File: src/hdl/tlpc_pkg.sv
// shared types, constants and codes of the tank level pump controller
package tlpc_pkg;

    // moving average depth
    localparam int AVG_TAPS    = 5;
    localparam int TAP_IDX_W   = $clog2(AVG_TAPS);

    // field widths
    localparam int US_W        = 15;
    localparam int TIME_W      = 32;
    localparam int DIST_W      = 17;
    localparam int LEVEL_W     = 17;
    localparam int PCT_W       = 7;
    localparam int ALERT_W     = 3;
    localparam int HEIGHT_W    = 9;
    localparam int RUNTIME_W   = 16;
    localparam int Q8_SHIFT    = 8;

    // configuration port
    localparam int CFG_IDX_W   = 3;
    localparam int CFG_DATA_W  = 16;

    // echo time to distance: floor(us * 4457 / 1024) in 1/256 cm
    localparam int SPEED_NUM   = 4457;
    localparam int SPEED_W     = 13;
    localparam int SPEED_SHIFT = 10;
    localparam int RAW_PROD_W  = US_W + SPEED_W;
    localparam int RAW_W       = RAW_PROD_W - SPEED_SHIFT;
    localparam int MIN_DIST_Q8 = 512;
    localparam int MAX_DIST_Q8 = 102400;

    // running sum and division by the tap count through a reciprocal
    localparam int SUM_W       = DIST_W + $clog2(AVG_TAPS);
    localparam int RECIP_SHIFT = SUM_W + $clog2(AVG_TAPS);
    localparam int RECIP_W     = SUM_W + 2;
    localparam longint unsigned RECIP =
        ((64'd1 << RECIP_SHIFT) + 64'(AVG_TAPS) - 64'd1) / 64'(AVG_TAPS);
    localparam int PROD_W      = SUM_W + RECIP_W;

    // percent division
    localparam int PCT_SCALE   = 100;
    localparam int SCALED_W    = LEVEL_W + PCT_W;
    localparam int PCT_IDX_W   = $clog2(PCT_W);

    // command queue between front and back
    localparam int CMD_DEPTH   = 2;
    localparam int CMD_PTR_W   = $clog2(CMD_DEPTH);
    localparam int CMD_CNT_W   = $clog2(CMD_DEPTH + 1);

    // configuration register indexes
    typedef enum logic [CFG_IDX_W-1:0] {
        CFG_TANK_HEIGHT = 3'd0,
        CFG_LOW_LEVEL   = 3'd1,
        CFG_FULL_LEVEL  = 3'd2,
        CFG_MIN_RUNTIME = 3'd3,
        CFG_MANUAL_MODE = 3'd4,
        CFG_MANUAL_PUMP = 3'd5
    } tlpc_cfg_idx_t;

    // alert codes
    typedef enum logic [ALERT_W-1:0] {
        ALERT_NORMAL     = 3'd0,
        ALERT_CRITICAL   = 3'd1,
        ALERT_FULL       = 3'd2,
        ALERT_MANUAL_OFF = 3'd3,
        ALERT_MANUAL_ON  = 3'd4
    } tlpc_alert_t;

    // back end sequencer states
    typedef enum logic [2:0] {
        ST_IDLE,
        ST_FILTER,
        ST_AVG,
        ST_AVG_DONE,
        ST_LEVEL,
        ST_SCALE,
        ST_DIVIDE,
        ST_DECIDE
    } tlpc_state_t;

    // configuration register set
    typedef struct packed {
        logic [HEIGHT_W-1:0]  tank_height_cm;
        logic [HEIGHT_W-1:0]  low_level_cm;
        logic [HEIGHT_W-1:0]  full_level_cm;
        logic [RUNTIME_W-1:0] min_runtime_ms;
        logic                 manual_mode;
        logic                 manual_pump_on;
    } tlpc_cfg_t;

    // classified sample handed from front to back
    typedef struct packed {
        logic [DIST_W-1:0] raw;
        logic              bad;
        logic [TIME_W-1:0] now;
    } tlpc_cmd_t;

    // one result beat
    typedef struct packed {
        logic [DIST_W-1:0]  filtered_distance;
        logic [LEVEL_W-1:0] water_level;
        logic [PCT_W-1:0]   level_percent;
        logic               pump_running;
        logic               pump_switched;
        tlpc_alert_t        alarm_code;
    } tlpc_result_t;

endpackage

File: src/hdl/tlpc_front.sv
// front end: takes echo beats, converts to distance and flags implausible samples
module tlpc_front
    import tlpc_pkg::*;
(
    input  logic              clk,
    input  logic              rst_n,
    input  logic              push,
    output logic              full,
    input  logic [US_W-1:0]   echo_duration_us,
    input  logic [TIME_W-1:0] now_ms,
    output logic              cmd_push,
    output tlpc_cmd_t         cmd_data,
    input  logic              cmd_full
);

    logic                  stage_valid_reg;
    logic                  stage_valid_next;
    logic [RAW_PROD_W-1:0] stage_prod_reg;
    logic [TIME_W-1:0]     stage_now_reg;
    logic                  stage_zero_reg;
    logic                  accept;
    logic [RAW_W-1:0]      raw;

    // stage is busy only while the queue cannot take its beat
    assign full     = stage_valid_reg & cmd_full;
    assign accept   = push & ~full;
    assign cmd_push = stage_valid_reg & ~cmd_full;

    assign stage_valid_next = accept | (stage_valid_reg & cmd_full);

    always_ff @(posedge clk or negedge rst_n)
    begin
        if (!rst_n)
        begin
            stage_valid_reg <= 1'b0;
        end
        else
        begin
            stage_valid_reg <= stage_valid_next;
        end
    end

    // echo time times speed of sound, captured at accept
    always_ff @(posedge clk)
    begin
        if (accept)
        begin
            stage_prod_reg <= RAW_PROD_W'(echo_duration_us) * RAW_PROD_W'(SPEED_NUM);
            stage_now_reg  <= now_ms;
            stage_zero_reg <= (echo_duration_us == '0);
        end
    end

    // range check on the scaled distance
    assign raw = stage_prod_reg[RAW_PROD_W-1:SPEED_SHIFT];

    always_comb
    begin
        cmd_data.raw = raw[DIST_W-1:0];
        cmd_data.now = stage_now_reg;
        cmd_data.bad = stage_zero_reg
                     || (raw < RAW_W'(MIN_DIST_Q8))
                     || (raw > RAW_W'(MAX_DIST_Q8));
    end

endmodule

File: src/hdl/tlpc_cmd_queue.sv
// short queue of classified samples between front and back
module tlpc_cmd_queue
    import tlpc_pkg::*;
(
    input  logic      clk,
    input  logic      rst_n,
    input  logic      wr_en,
    input  tlpc_cmd_t wr_data,
    output logic      full,
    input  logic      rd_en,
    output tlpc_cmd_t rd_data,
    output logic      empty
);

    tlpc_cmd_t              entry_reg [CMD_DEPTH];
    logic [CMD_PTR_W-1:0]   wr_ptr_reg;
    logic [CMD_PTR_W-1:0]   wr_ptr_next;
    logic [CMD_PTR_W-1:0]   rd_ptr_reg;
    logic [CMD_PTR_W-1:0]   rd_ptr_next;
    logic [CMD_CNT_W-1:0]   count_reg;
    logic [CMD_CNT_W-1:0]   count_next;
    logic                   do_wr;
    logic                   do_rd;

    assign full    = (count_reg == CMD_CNT_W'(CMD_DEPTH));
    assign empty   = (count_reg == '0);
    assign do_wr   = wr_en & ~full;
    assign do_rd   = rd_en & ~empty;
    assign rd_data = entry_reg[rd_ptr_reg];

    // pointer and fill count update
    always_comb
    begin
        wr_ptr_next = wr_ptr_reg;
        rd_ptr_next = rd_ptr_reg;
        count_next  = count_reg;
        if (do_wr)
        begin
            wr_ptr_next = (wr_ptr_reg == CMD_PTR_W'(CMD_DEPTH - 1)) ? '0 : wr_ptr_reg + 1'b1;
        end
        if (do_rd)
        begin
            rd_ptr_next = (rd_ptr_reg == CMD_PTR_W'(CMD_DEPTH - 1)) ? '0 : rd_ptr_reg + 1'b1;
        end
        if (do_wr && !do_rd)
        begin
            count_next = count_reg + 1'b1;
        end
        else if (do_rd && !do_wr)
        begin
            count_next = count_reg - 1'b1;
        end
    end

    always_ff @(posedge clk or negedge rst_n)
    begin
        if (!rst_n)
        begin
            wr_ptr_reg <= '0;
            rd_ptr_reg <= '0;
            count_reg  <= '0;
        end
        else
        begin
            wr_ptr_reg <= wr_ptr_next;
            rd_ptr_reg <= rd_ptr_next;
            count_reg  <= count_next;
        end
    end

    // storage
    always_ff @(posedge clk)
    begin
        if (do_wr)
        begin
            entry_reg[wr_ptr_reg] <= wr_data;
        end
    end

endmodule

File: src/hdl/tlpc_back.sv
// back end: moving average, level, percent divide and pump decision
module tlpc_back
    import tlpc_pkg::*;
(
    input  logic         clk,
    input  logic         rst_n,
    input  tlpc_cfg_t    cfg,
    input  logic         cmd_empty,
    input  tlpc_cmd_t    cmd_data,
    output logic         cmd_pop,
    output tlpc_result_t result,
    output logic         res_empty,
    input  logic         res_pop
);

    tlpc_state_t          state_reg;
    tlpc_state_t          state_next;

    tlpc_cmd_t            cmd_reg;
    logic [DIST_W-1:0]    ring_reg [AVG_TAPS];
    logic [SUM_W-1:0]     sum_reg;
    logic [TAP_IDX_W-1:0] ptr_reg;
    logic                 primed_reg;
    logic [DIST_W-1:0]    dist_reg;
    logic [PROD_W-1:0]    prod_reg;
    logic [LEVEL_W-1:0]   level_reg;
    logic [SCALED_W-1:0]  rem_reg;
    logic [PCT_W-1:0]     quot_reg;
    logic [PCT_IDX_W-1:0] cnt_reg;
    logic                 pump_reg;
    logic [TIME_W-1:0]    switch_time_reg;
    tlpc_result_t         res_reg;
    logic                 res_valid_reg;

    logic                 slot_free;
    logic                 res_load;
    logic [DIST_W-1:0]    sample;
    logic [LEVEL_W-1:0]   height_q8;
    logic [LEVEL_W-1:0]   low_q8;
    logic [LEVEL_W-1:0]   full_q8;
    logic [SCALED_W-1:0]  divisor_shift;
    logic [TIME_W-1:0]    elapsed;
    logic                 want;
    tlpc_alert_t          alert;
    logic [PCT_W-1:0]     percent;

    assign slot_free = ~res_valid_reg | res_pop;
    assign res_empty = ~res_valid_reg;
    assign result    = res_reg;

    // next state
    always_comb
    begin
        state_next = state_reg;
        case (state_reg)
            ST_IDLE:     if (!cmd_empty) state_next = ST_FILTER;
            ST_FILTER:   state_next = primed_reg ? ST_AVG : ST_LEVEL;
            ST_AVG:      state_next = ST_AVG_DONE;
            ST_AVG_DONE: state_next = ST_LEVEL;
            ST_LEVEL:    state_next = ST_SCALE;
            ST_SCALE:    state_next = ST_DIVIDE;
            ST_DIVIDE:   if (cnt_reg == '0) state_next = ST_DECIDE;
            ST_DECIDE:   if (slot_free) state_next = ST_IDLE;
            default:     state_next = ST_IDLE;
        endcase
    end

    // sequencer outputs
    always_comb
    begin
        cmd_pop  = 1'b0;
        res_load = 1'b0;
        case (state_reg)
            ST_IDLE:   cmd_pop  = ~cmd_empty;
            ST_DECIDE: res_load = slot_free;
            default:
            begin
                cmd_pop  = 1'b0;
                res_load = 1'b0;
            end
        endcase
    end

    // datapath helpers
    assign sample        = cmd_reg.bad ? dist_reg : cmd_reg.raw;
    assign height_q8     = {cfg.tank_height_cm, {Q8_SHIFT{1'b0}}};
    assign low_q8        = {cfg.low_level_cm, {Q8_SHIFT{1'b0}}};
    assign full_q8       = {cfg.full_level_cm, {Q8_SHIFT{1'b0}}};
    assign divisor_shift = SCALED_W'(height_q8) << cnt_reg;
    assign elapsed       = cmd_reg.now - switch_time_reg;
    assign percent       = (height_q8 == '0) ? '0 : quot_reg;

    // pump decision: manual command or hysteresis with minimum on-time
    always_comb
    begin
        want  = pump_reg;
        alert = ALERT_NORMAL;
        if (cfg.manual_mode)
        begin
            want  = cfg.manual_pump_on;
            alert = cfg.manual_pump_on ? ALERT_MANUAL_ON : ALERT_MANUAL_OFF;
        end
        else
        begin
            if (level_reg <= low_q8)
            begin
                want  = 1'b1;
                alert = ALERT_CRITICAL;
            end
            else if (level_reg >= full_q8)
            begin
                want  = 1'b0;
                alert = ALERT_FULL;
            end
            if (pump_reg && !want && (elapsed < TIME_W'(cfg.min_runtime_ms)))
            begin
                want = 1'b1;
            end
        end
    end

    always_ff @(posedge clk or negedge rst_n)
    begin
        if (!rst_n)
        begin
            state_reg       <= ST_IDLE;
            for (int i = 0; i < AVG_TAPS; i++)
            begin
                ring_reg[i] <= '0;
            end
            sum_reg         <= '0;
            ptr_reg         <= '0;
            primed_reg      <= 1'b0;
            dist_reg        <= '0;
            pump_reg        <= 1'b0;
            switch_time_reg <= '0;
            res_valid_reg   <= 1'b0;
        end
        else
        begin
            state_reg <= state_next;

            // moving average ring, filled whole by the first sample
            if (state_reg == ST_FILTER)
            begin
                if (!primed_reg)
                begin
                    for (int i = 0; i < AVG_TAPS; i++)
                    begin
                        ring_reg[i] <= sample;
                    end
                    sum_reg    <= SUM_W'(sample) * SUM_W'(AVG_TAPS);
                    primed_reg <= 1'b1;
                    dist_reg   <= sample;
                end
                else
                begin
                    sum_reg           <= sum_reg - SUM_W'(ring_reg[ptr_reg]) + SUM_W'(sample);
                    ring_reg[ptr_reg] <= sample;
                    ptr_reg           <= (ptr_reg == TAP_IDX_W'(AVG_TAPS - 1)) ?
                                         '0 : ptr_reg + 1'b1;
                end
            end

            // average out of the reciprocal product
            if (state_reg == ST_AVG_DONE)
            begin
                dist_reg <= DIST_W'(prod_reg >> RECIP_SHIFT);
            end

            // pump state and switch time
            if (res_load)
            begin
                pump_reg <= want;
                if (want != pump_reg)
                begin
                    switch_time_reg <= cmd_reg.now;
                end
            end

            // result register
            if (res_load)
            begin
                res_valid_reg <= 1'b1;
            end
            else if (res_pop)
            begin
                res_valid_reg <= 1'b0;
            end
        end
    end

    // payload registers
    always_ff @(posedge clk)
    begin
        if (cmd_pop)
        begin
            cmd_reg <= cmd_data;
        end

        if (state_reg == ST_AVG)
        begin
            prod_reg <= PROD_W'(sum_reg) * PROD_W'(RECIP);
        end

        // clamped level
        if (state_reg == ST_LEVEL)
        begin
            level_reg <= (dist_reg >= height_q8) ? '0 : height_q8 - dist_reg;
        end

        // restoring divide of level*100 by height, one quotient bit per beat
        if (state_reg == ST_SCALE)
        begin
            rem_reg  <= SCALED_W'(level_reg) * SCALED_W'(PCT_SCALE);
            quot_reg <= '0;
            cnt_reg  <= PCT_IDX_W'(PCT_W - 1);
        end
        else if (state_reg == ST_DIVIDE)
        begin
            if (rem_reg >= divisor_shift)
            begin
                rem_reg           <= rem_reg - divisor_shift;
                quot_reg[cnt_reg] <= 1'b1;
            end
            cnt_reg <= cnt_reg - 1'b1;
        end

        if (res_load)
        begin
            res_reg.filtered_distance <= dist_reg;
            res_reg.water_level       <= level_reg;
            res_reg.level_percent     <= percent;
            res_reg.pump_running      <= want;
            res_reg.pump_switched     <= (want != pump_reg);
            res_reg.alarm_code        <= alert;
        end
    end

endmodule

File: src/hdl/tank_level_pump_controller_top.sv
// top level of the tank level pump controller
//
// Input channel: push with echo_duration_us and now_ms, accepted when push is
// high and full is low. Result channel: empty low shows the oldest result on
// the result ports; pop takes it. Configuration: cfg_valid, cfg_index and
// cfg_data write one register per beat; cfg_ready is always high, and writes
// are meant for times when no sample is in flight.
// The front stage registers the echo product and flags timeouts and out of
// range distances; a two-entry queue feeds the back sequencer.
// The back sequencer handles one sample at a time and waits in its decide
// state while the result register is full. Its pace is set by the 7-step
// percent divider and by the reciprocal multiply for the moving average,
// a multiply that the very first sample skips as it fills the ring whole.
// A result waits in the output register while pop is low; meanwhile the
// front and queue keep taking up to three more samples before full rises.
// Reset clears the ring, running sum, pump state and switch time, and loads
// the register defaults: height 100 cm, low 20 cm, full 90 cm, 10000 ms.
module tank_level_pump_controller_top
    import tlpc_pkg::*;
(
    input  logic                  clk,
    input  logic                  rst_n,
    input  logic                  push,
    output logic                  full,
    input  logic [US_W-1:0]       echo_duration_us,
    input  logic [TIME_W-1:0]     now_ms,
    output logic                  empty,
    input  logic                  pop,
    output logic [DIST_W-1:0]     filtered_distance,
    output logic [LEVEL_W-1:0]    water_level,
    output logic [PCT_W-1:0]      level_percent,
    output logic                  pump_running,
    output logic                  pump_switched,
    output logic [ALERT_W-1:0]    alarm_code,
    input  logic                  cfg_valid,
    output logic                  cfg_ready,
    input  logic [CFG_IDX_W-1:0]  cfg_index,
    input  logic [CFG_DATA_W-1:0] cfg_data
);

    tlpc_cfg_t    cfg_reg;
    tlpc_cmd_t    front_cmd;
    tlpc_cmd_t    queue_cmd;
    tlpc_result_t result;
    logic         front_push;
    logic         queue_full;
    logic         queue_empty;
    logic         queue_pop;

    assign cfg_ready = 1'b1;

    // configuration registers
    always_ff @(posedge clk or negedge rst_n)
    begin
        if (!rst_n)
        begin
            cfg_reg.tank_height_cm <= HEIGHT_W'(100);
            cfg_reg.low_level_cm   <= HEIGHT_W'(20);
            cfg_reg.full_level_cm  <= HEIGHT_W'(90);
            cfg_reg.min_runtime_ms <= RUNTIME_W'(10000);
            cfg_reg.manual_mode    <= 1'b0;
            cfg_reg.manual_pump_on <= 1'b0;
        end
        else if (cfg_valid && cfg_ready)
        begin
            case (tlpc_cfg_idx_t'(cfg_index))
                CFG_TANK_HEIGHT: cfg_reg.tank_height_cm <= cfg_data[HEIGHT_W-1:0];
                CFG_LOW_LEVEL:   cfg_reg.low_level_cm   <= cfg_data[HEIGHT_W-1:0];
                CFG_FULL_LEVEL:  cfg_reg.full_level_cm  <= cfg_data[HEIGHT_W-1:0];
                CFG_MIN_RUNTIME: cfg_reg.min_runtime_ms <= cfg_data[RUNTIME_W-1:0];
                CFG_MANUAL_MODE: cfg_reg.manual_mode    <= cfg_data[0];
                CFG_MANUAL_PUMP: cfg_reg.manual_pump_on <= cfg_data[0];
                default:         cfg_reg                <= cfg_reg;
            endcase
        end
    end

    // front: conversion and classification
    tlpc_front u_front (
        .clk              (clk),
        .rst_n            (rst_n),
        .push             (push),
        .full             (full),
        .echo_duration_us (echo_duration_us),
        .now_ms           (now_ms),
        .cmd_push         (front_push),
        .cmd_data         (front_cmd),
        .cmd_full         (queue_full)
    );

    // queue between front and back
    tlpc_cmd_queue u_queue (
        .clk     (clk),
        .rst_n   (rst_n),
        .wr_en   (front_push),
        .wr_data (front_cmd),
        .full    (queue_full),
        .rd_en   (queue_pop),
        .rd_data (queue_cmd),
        .empty   (queue_empty)
    );

    // back: filter, level and pump control
    tlpc_back u_back (
        .clk       (clk),
        .rst_n     (rst_n),
        .cfg       (cfg_reg),
        .cmd_empty (queue_empty),
        .cmd_data  (queue_cmd),
        .cmd_pop   (queue_pop),
        .result    (result),
        .res_empty (empty),
        .res_pop   (pop)
    );

    assign filtered_distance = result.filtered_distance;
    assign water_level       = result.water_level;
    assign level_percent     = result.level_percent;
    assign pump_running      = result.pump_running;
    assign pump_switched     = result.pump_switched;
    assign alarm_code        = result.alarm_code;

endmodule

File: config.mk
export PLATFORM = sky130hd
export DESIGN_NAME = tank_level_pump_controller_top
export DESIGN_NICKNAME = d
export VERILOG_FILES = /design/src/hdl/tlpc_pkg.sv /design/src/hdl/tlpc_front.sv /design/src/hdl/tlpc_cmd_queue.sv /design/src/hdl/tlpc_back.sv /design/src/hdl/tank_level_pump_controller_top.sv
export SDC_FILE = /design/constraint.sdc
export NUM_CORES = 2
export LEC_CHECK = 0
export BUFFER_PORTS_ARGS = -buffer_cell sky130_fd_sc_hd__clkbuf_2
export CORE_MARGIN = 2
export CORE_UTILIZATION = 30
export DETAILED_ROUTE_END_ITERATION = 8
export PLACE_DENSITY = 0.46
export SLEW_MARGIN = 30
export SYNTH_ARGS = -nofsm -noshare
export SYNTH_HDL_FRONTEND = slang
export SYNTH_SLANG_ARGS = --single-unit
File: constraint.sdc
create_clock -name clk -period 8.8 [get_ports clk]
set_clock_uncertainty 0.2 [all_clocks]
set_input_delay 1.76 -clock clk [delete_from_list [all_inputs] [get_ports clk]]
set_output_delay 1.76 -clock clk [all_outputs]
set_load 0.05 [all_outputs]
==> reports/metrics.cfg <==
[clock_tree]
cts_max_path_buffers = 3
post_cts_buffers = 0
clk_pin_slew_ns = 0.06
cts_made_buffers = 61
cts_sinks = 520
cts_root_buf = clkbuf_16
cts_tree = yes
ctsResizeCount = 0
htree_levels = 2
worstSkewPairLatency_ns = 0.64
hold_buffers = 0

[sta]
finalSetupTns_ns = 0
fin_hold_ws_ns = 0.242
hold_violations = 0
rsz0062_at_grt = false
tightest_slew_ns = 0.958
worst_slack_ns = 1.44
fmax_mhz = 136
min_period_ns = 7.36
fin_crit_sh_pct = 83.6
setup_viol_count_final = 0
slew_violations = 0
slew_headroom_pct = 36.2

[synth]
synthAdderAreaFrac_pct = 28.1
yosys_warnings = 0
syn_nets = 4123
synth_ff_type = edfxtp_1
synth_simple_gate_area_share_pct = 7.19
async_flop_share_pct = 41.0
synth-seq-cells = 520
synth_top_cell_area_share_pct = 24.0
seq_area_frac_synth_pct = 38.9
synthesis.area_sq_um = 37200
synth_mux_area_share_pct = 5.59
yosysTopAreaCell = edfxtp_1
synth_common_cells = inv_1 (530), ha_1 (509), edfxtp_1 (297)
synthTopCellsByArea = edfxtp_1 (24%), ha_1 (17%), dfrtp_1 (13%), fa_1 (11%), inv_1 (5.4%)
synth.distinct_cells = 90
synthXorXnorAreaFrac_pct = 3.25
synth_enable_flop_cells = 297
synth.most_common_cell = inv_1
postSynthCellCount = 3340
synth_compound_area_share_pct = 10.5
avgSynthCellArea_sq_um = 11.1
synth_top_family_by_area = adder cells

[worst_setup_path]
cp_common_cell = fa_1
slowest_delay_ns = 0.56
path_class = flop to flop
cp_top_family = adder cells
cp_num_buf_inv = 4
end_kind = flop
cp_cell_sequence = ha_1 -> ha_1 -> inv_1 -> fa_1 -> inv_1 -> fa_1 -> fa_1 -> fa_1 -> inv_1 -> fa_1 -> inv_1 -> ha_1 -> a21o_1 -> a2111oi_0 -> a31oi_1 -> a41o_1 -> o211a_1 -> or3_1 -> a2111o_1 -> a31oi_1 -> xnor2_1
cp-start-kind = flop
crit_required_ns = 8.99
crit_slowest_cell = fa_1
crit_arrival_ns = 7.55
worstPathMaxFanout = 8

[finish]
area_growth_pct = 13.0
nFillCells = 12500
drive_gt1_share_pct = 12.5
layout.nets = 4256
largest_reg_flops = 100
n_antenna_cell = 0

[worst_hold_path]
hold_path.class = flop to flop

[drt]
routed_wl_mm = 96.8
postRouteAntennaNets = 0
vias = 24100
drt_iter0_drc = 1347
viasPerCell = 4.66
drc = 0
wl_per_cell_um = 18.7
dr.pass1.iters = 5

[global_route]
grt_overflow = 0
grt_usage_pct = 15.3
grt_max_degree = 104
grt_first_pass_wirelength_mm = 150
antenna_found_initial = 2
grt_pass1_vias = 24700

[floorplanning]
dieArea_sq_um = 127000
start_util_pct = 30.2
rows = 129
core-area_sq_um = 123000
dieWidth_um = 356
dieHeight_um = 356
ioPinCount = 120

[placement]
place_congestion = 0.844
port_buffers = 118
dp_slack_ns = 1.42
dpl.hpwl_mm = 74.7

[job]
maxCapViolations = 0

[outcome]
status = finished, final reports clean

per-stage QoR:
step / utilization, % / area [sq um] / cells
after detailed placement: 32.3 / 39800 / 5045
after floorplan: - / 37200 / 3340
after global routing: 34.1 / 42000 / 5163
after CTS: 34.0 / 42000 / 5161
final: 34.1 / 42000 / 5163
after global placement: 32.3 / 39800 / 5045
placed cells by master, fill, tap and decap left out, types with 22 or more instances in the layout:
cell type	n
nand2_1	138
mux2_4	31
a21o_1	47
mux2_2	85
edfxtp_1	297
fa_1	203
ha_1	509
nand4_1	25
o21ai_0	126
nand3_1	46
xor2_1	54
nor2_1	182
mux2i_1	42
buf_4	43
dfrtp_1	198
xnor2_1	84
o22ai_1	39
nor3_1	34
clkbuf_2	117
o21a_1	22
inv_1	529
a21oi_1	208
clkbuf_16	62
layer usage:
layer,global-route usage (%),wire (um),part of all wire [%]
met4,3.27,1940,2.0
met2,25.2,44600,46
met3,1.53,2800,2.9
met5,0,0,0
met1,21.7,47400,49
area by class of cell:
class	count	area, sq um	share of cell area [%]
Clock buffer	79	1670	3.96
Clock inverter	37	513	1.22
Inverter	531	1990	4.74
Multi-Input combinational cell	2196	20400	48.5
Sequential cell	520	14500	34.4
Tap cell	1637	2050	4.87
Timing Repair Buffer	163	966	2.30
worst paths after layout:
check	startpoint	end	slack, ns	cells past startpoint
hold reg to reg	u_front.stage_now_reg[0]	u_queue.entry_reg[1][0]	0.24	0
setup / recovery	u_back.sum_reg[0]	u_back.prod_reg[39]	1.44	21
max in group asynchronous	rst_n	u_back.sum_reg[5]	6.04	3
hold / removal	u_front.stage_now_reg[0]	u_queue.entry_reg[1][0]	0.24	0
min in group asynchronous	rst_n	u_back.switch_time_reg[10]	0.76	1
setup reg to reg	u_back.sum_reg[0]	u_back.prod_reg[39]	1.44	21
cells by family (layout without fill, tap and decap cells):
logic type / Yosys count / count (layout)
fa+ha+maj: 712 / 712
buf+inv: 624 / 810
compound gates: 613 / 613
simple gates: 563 / 563
flops: 520 / 520
mux: 169 / 169
xor+xnor: 138 / 138
other cells: 1 / 1
Power is not shown: default switching activity piles up to over one toggle a cycle in this logic, so the estimate is an artifact.
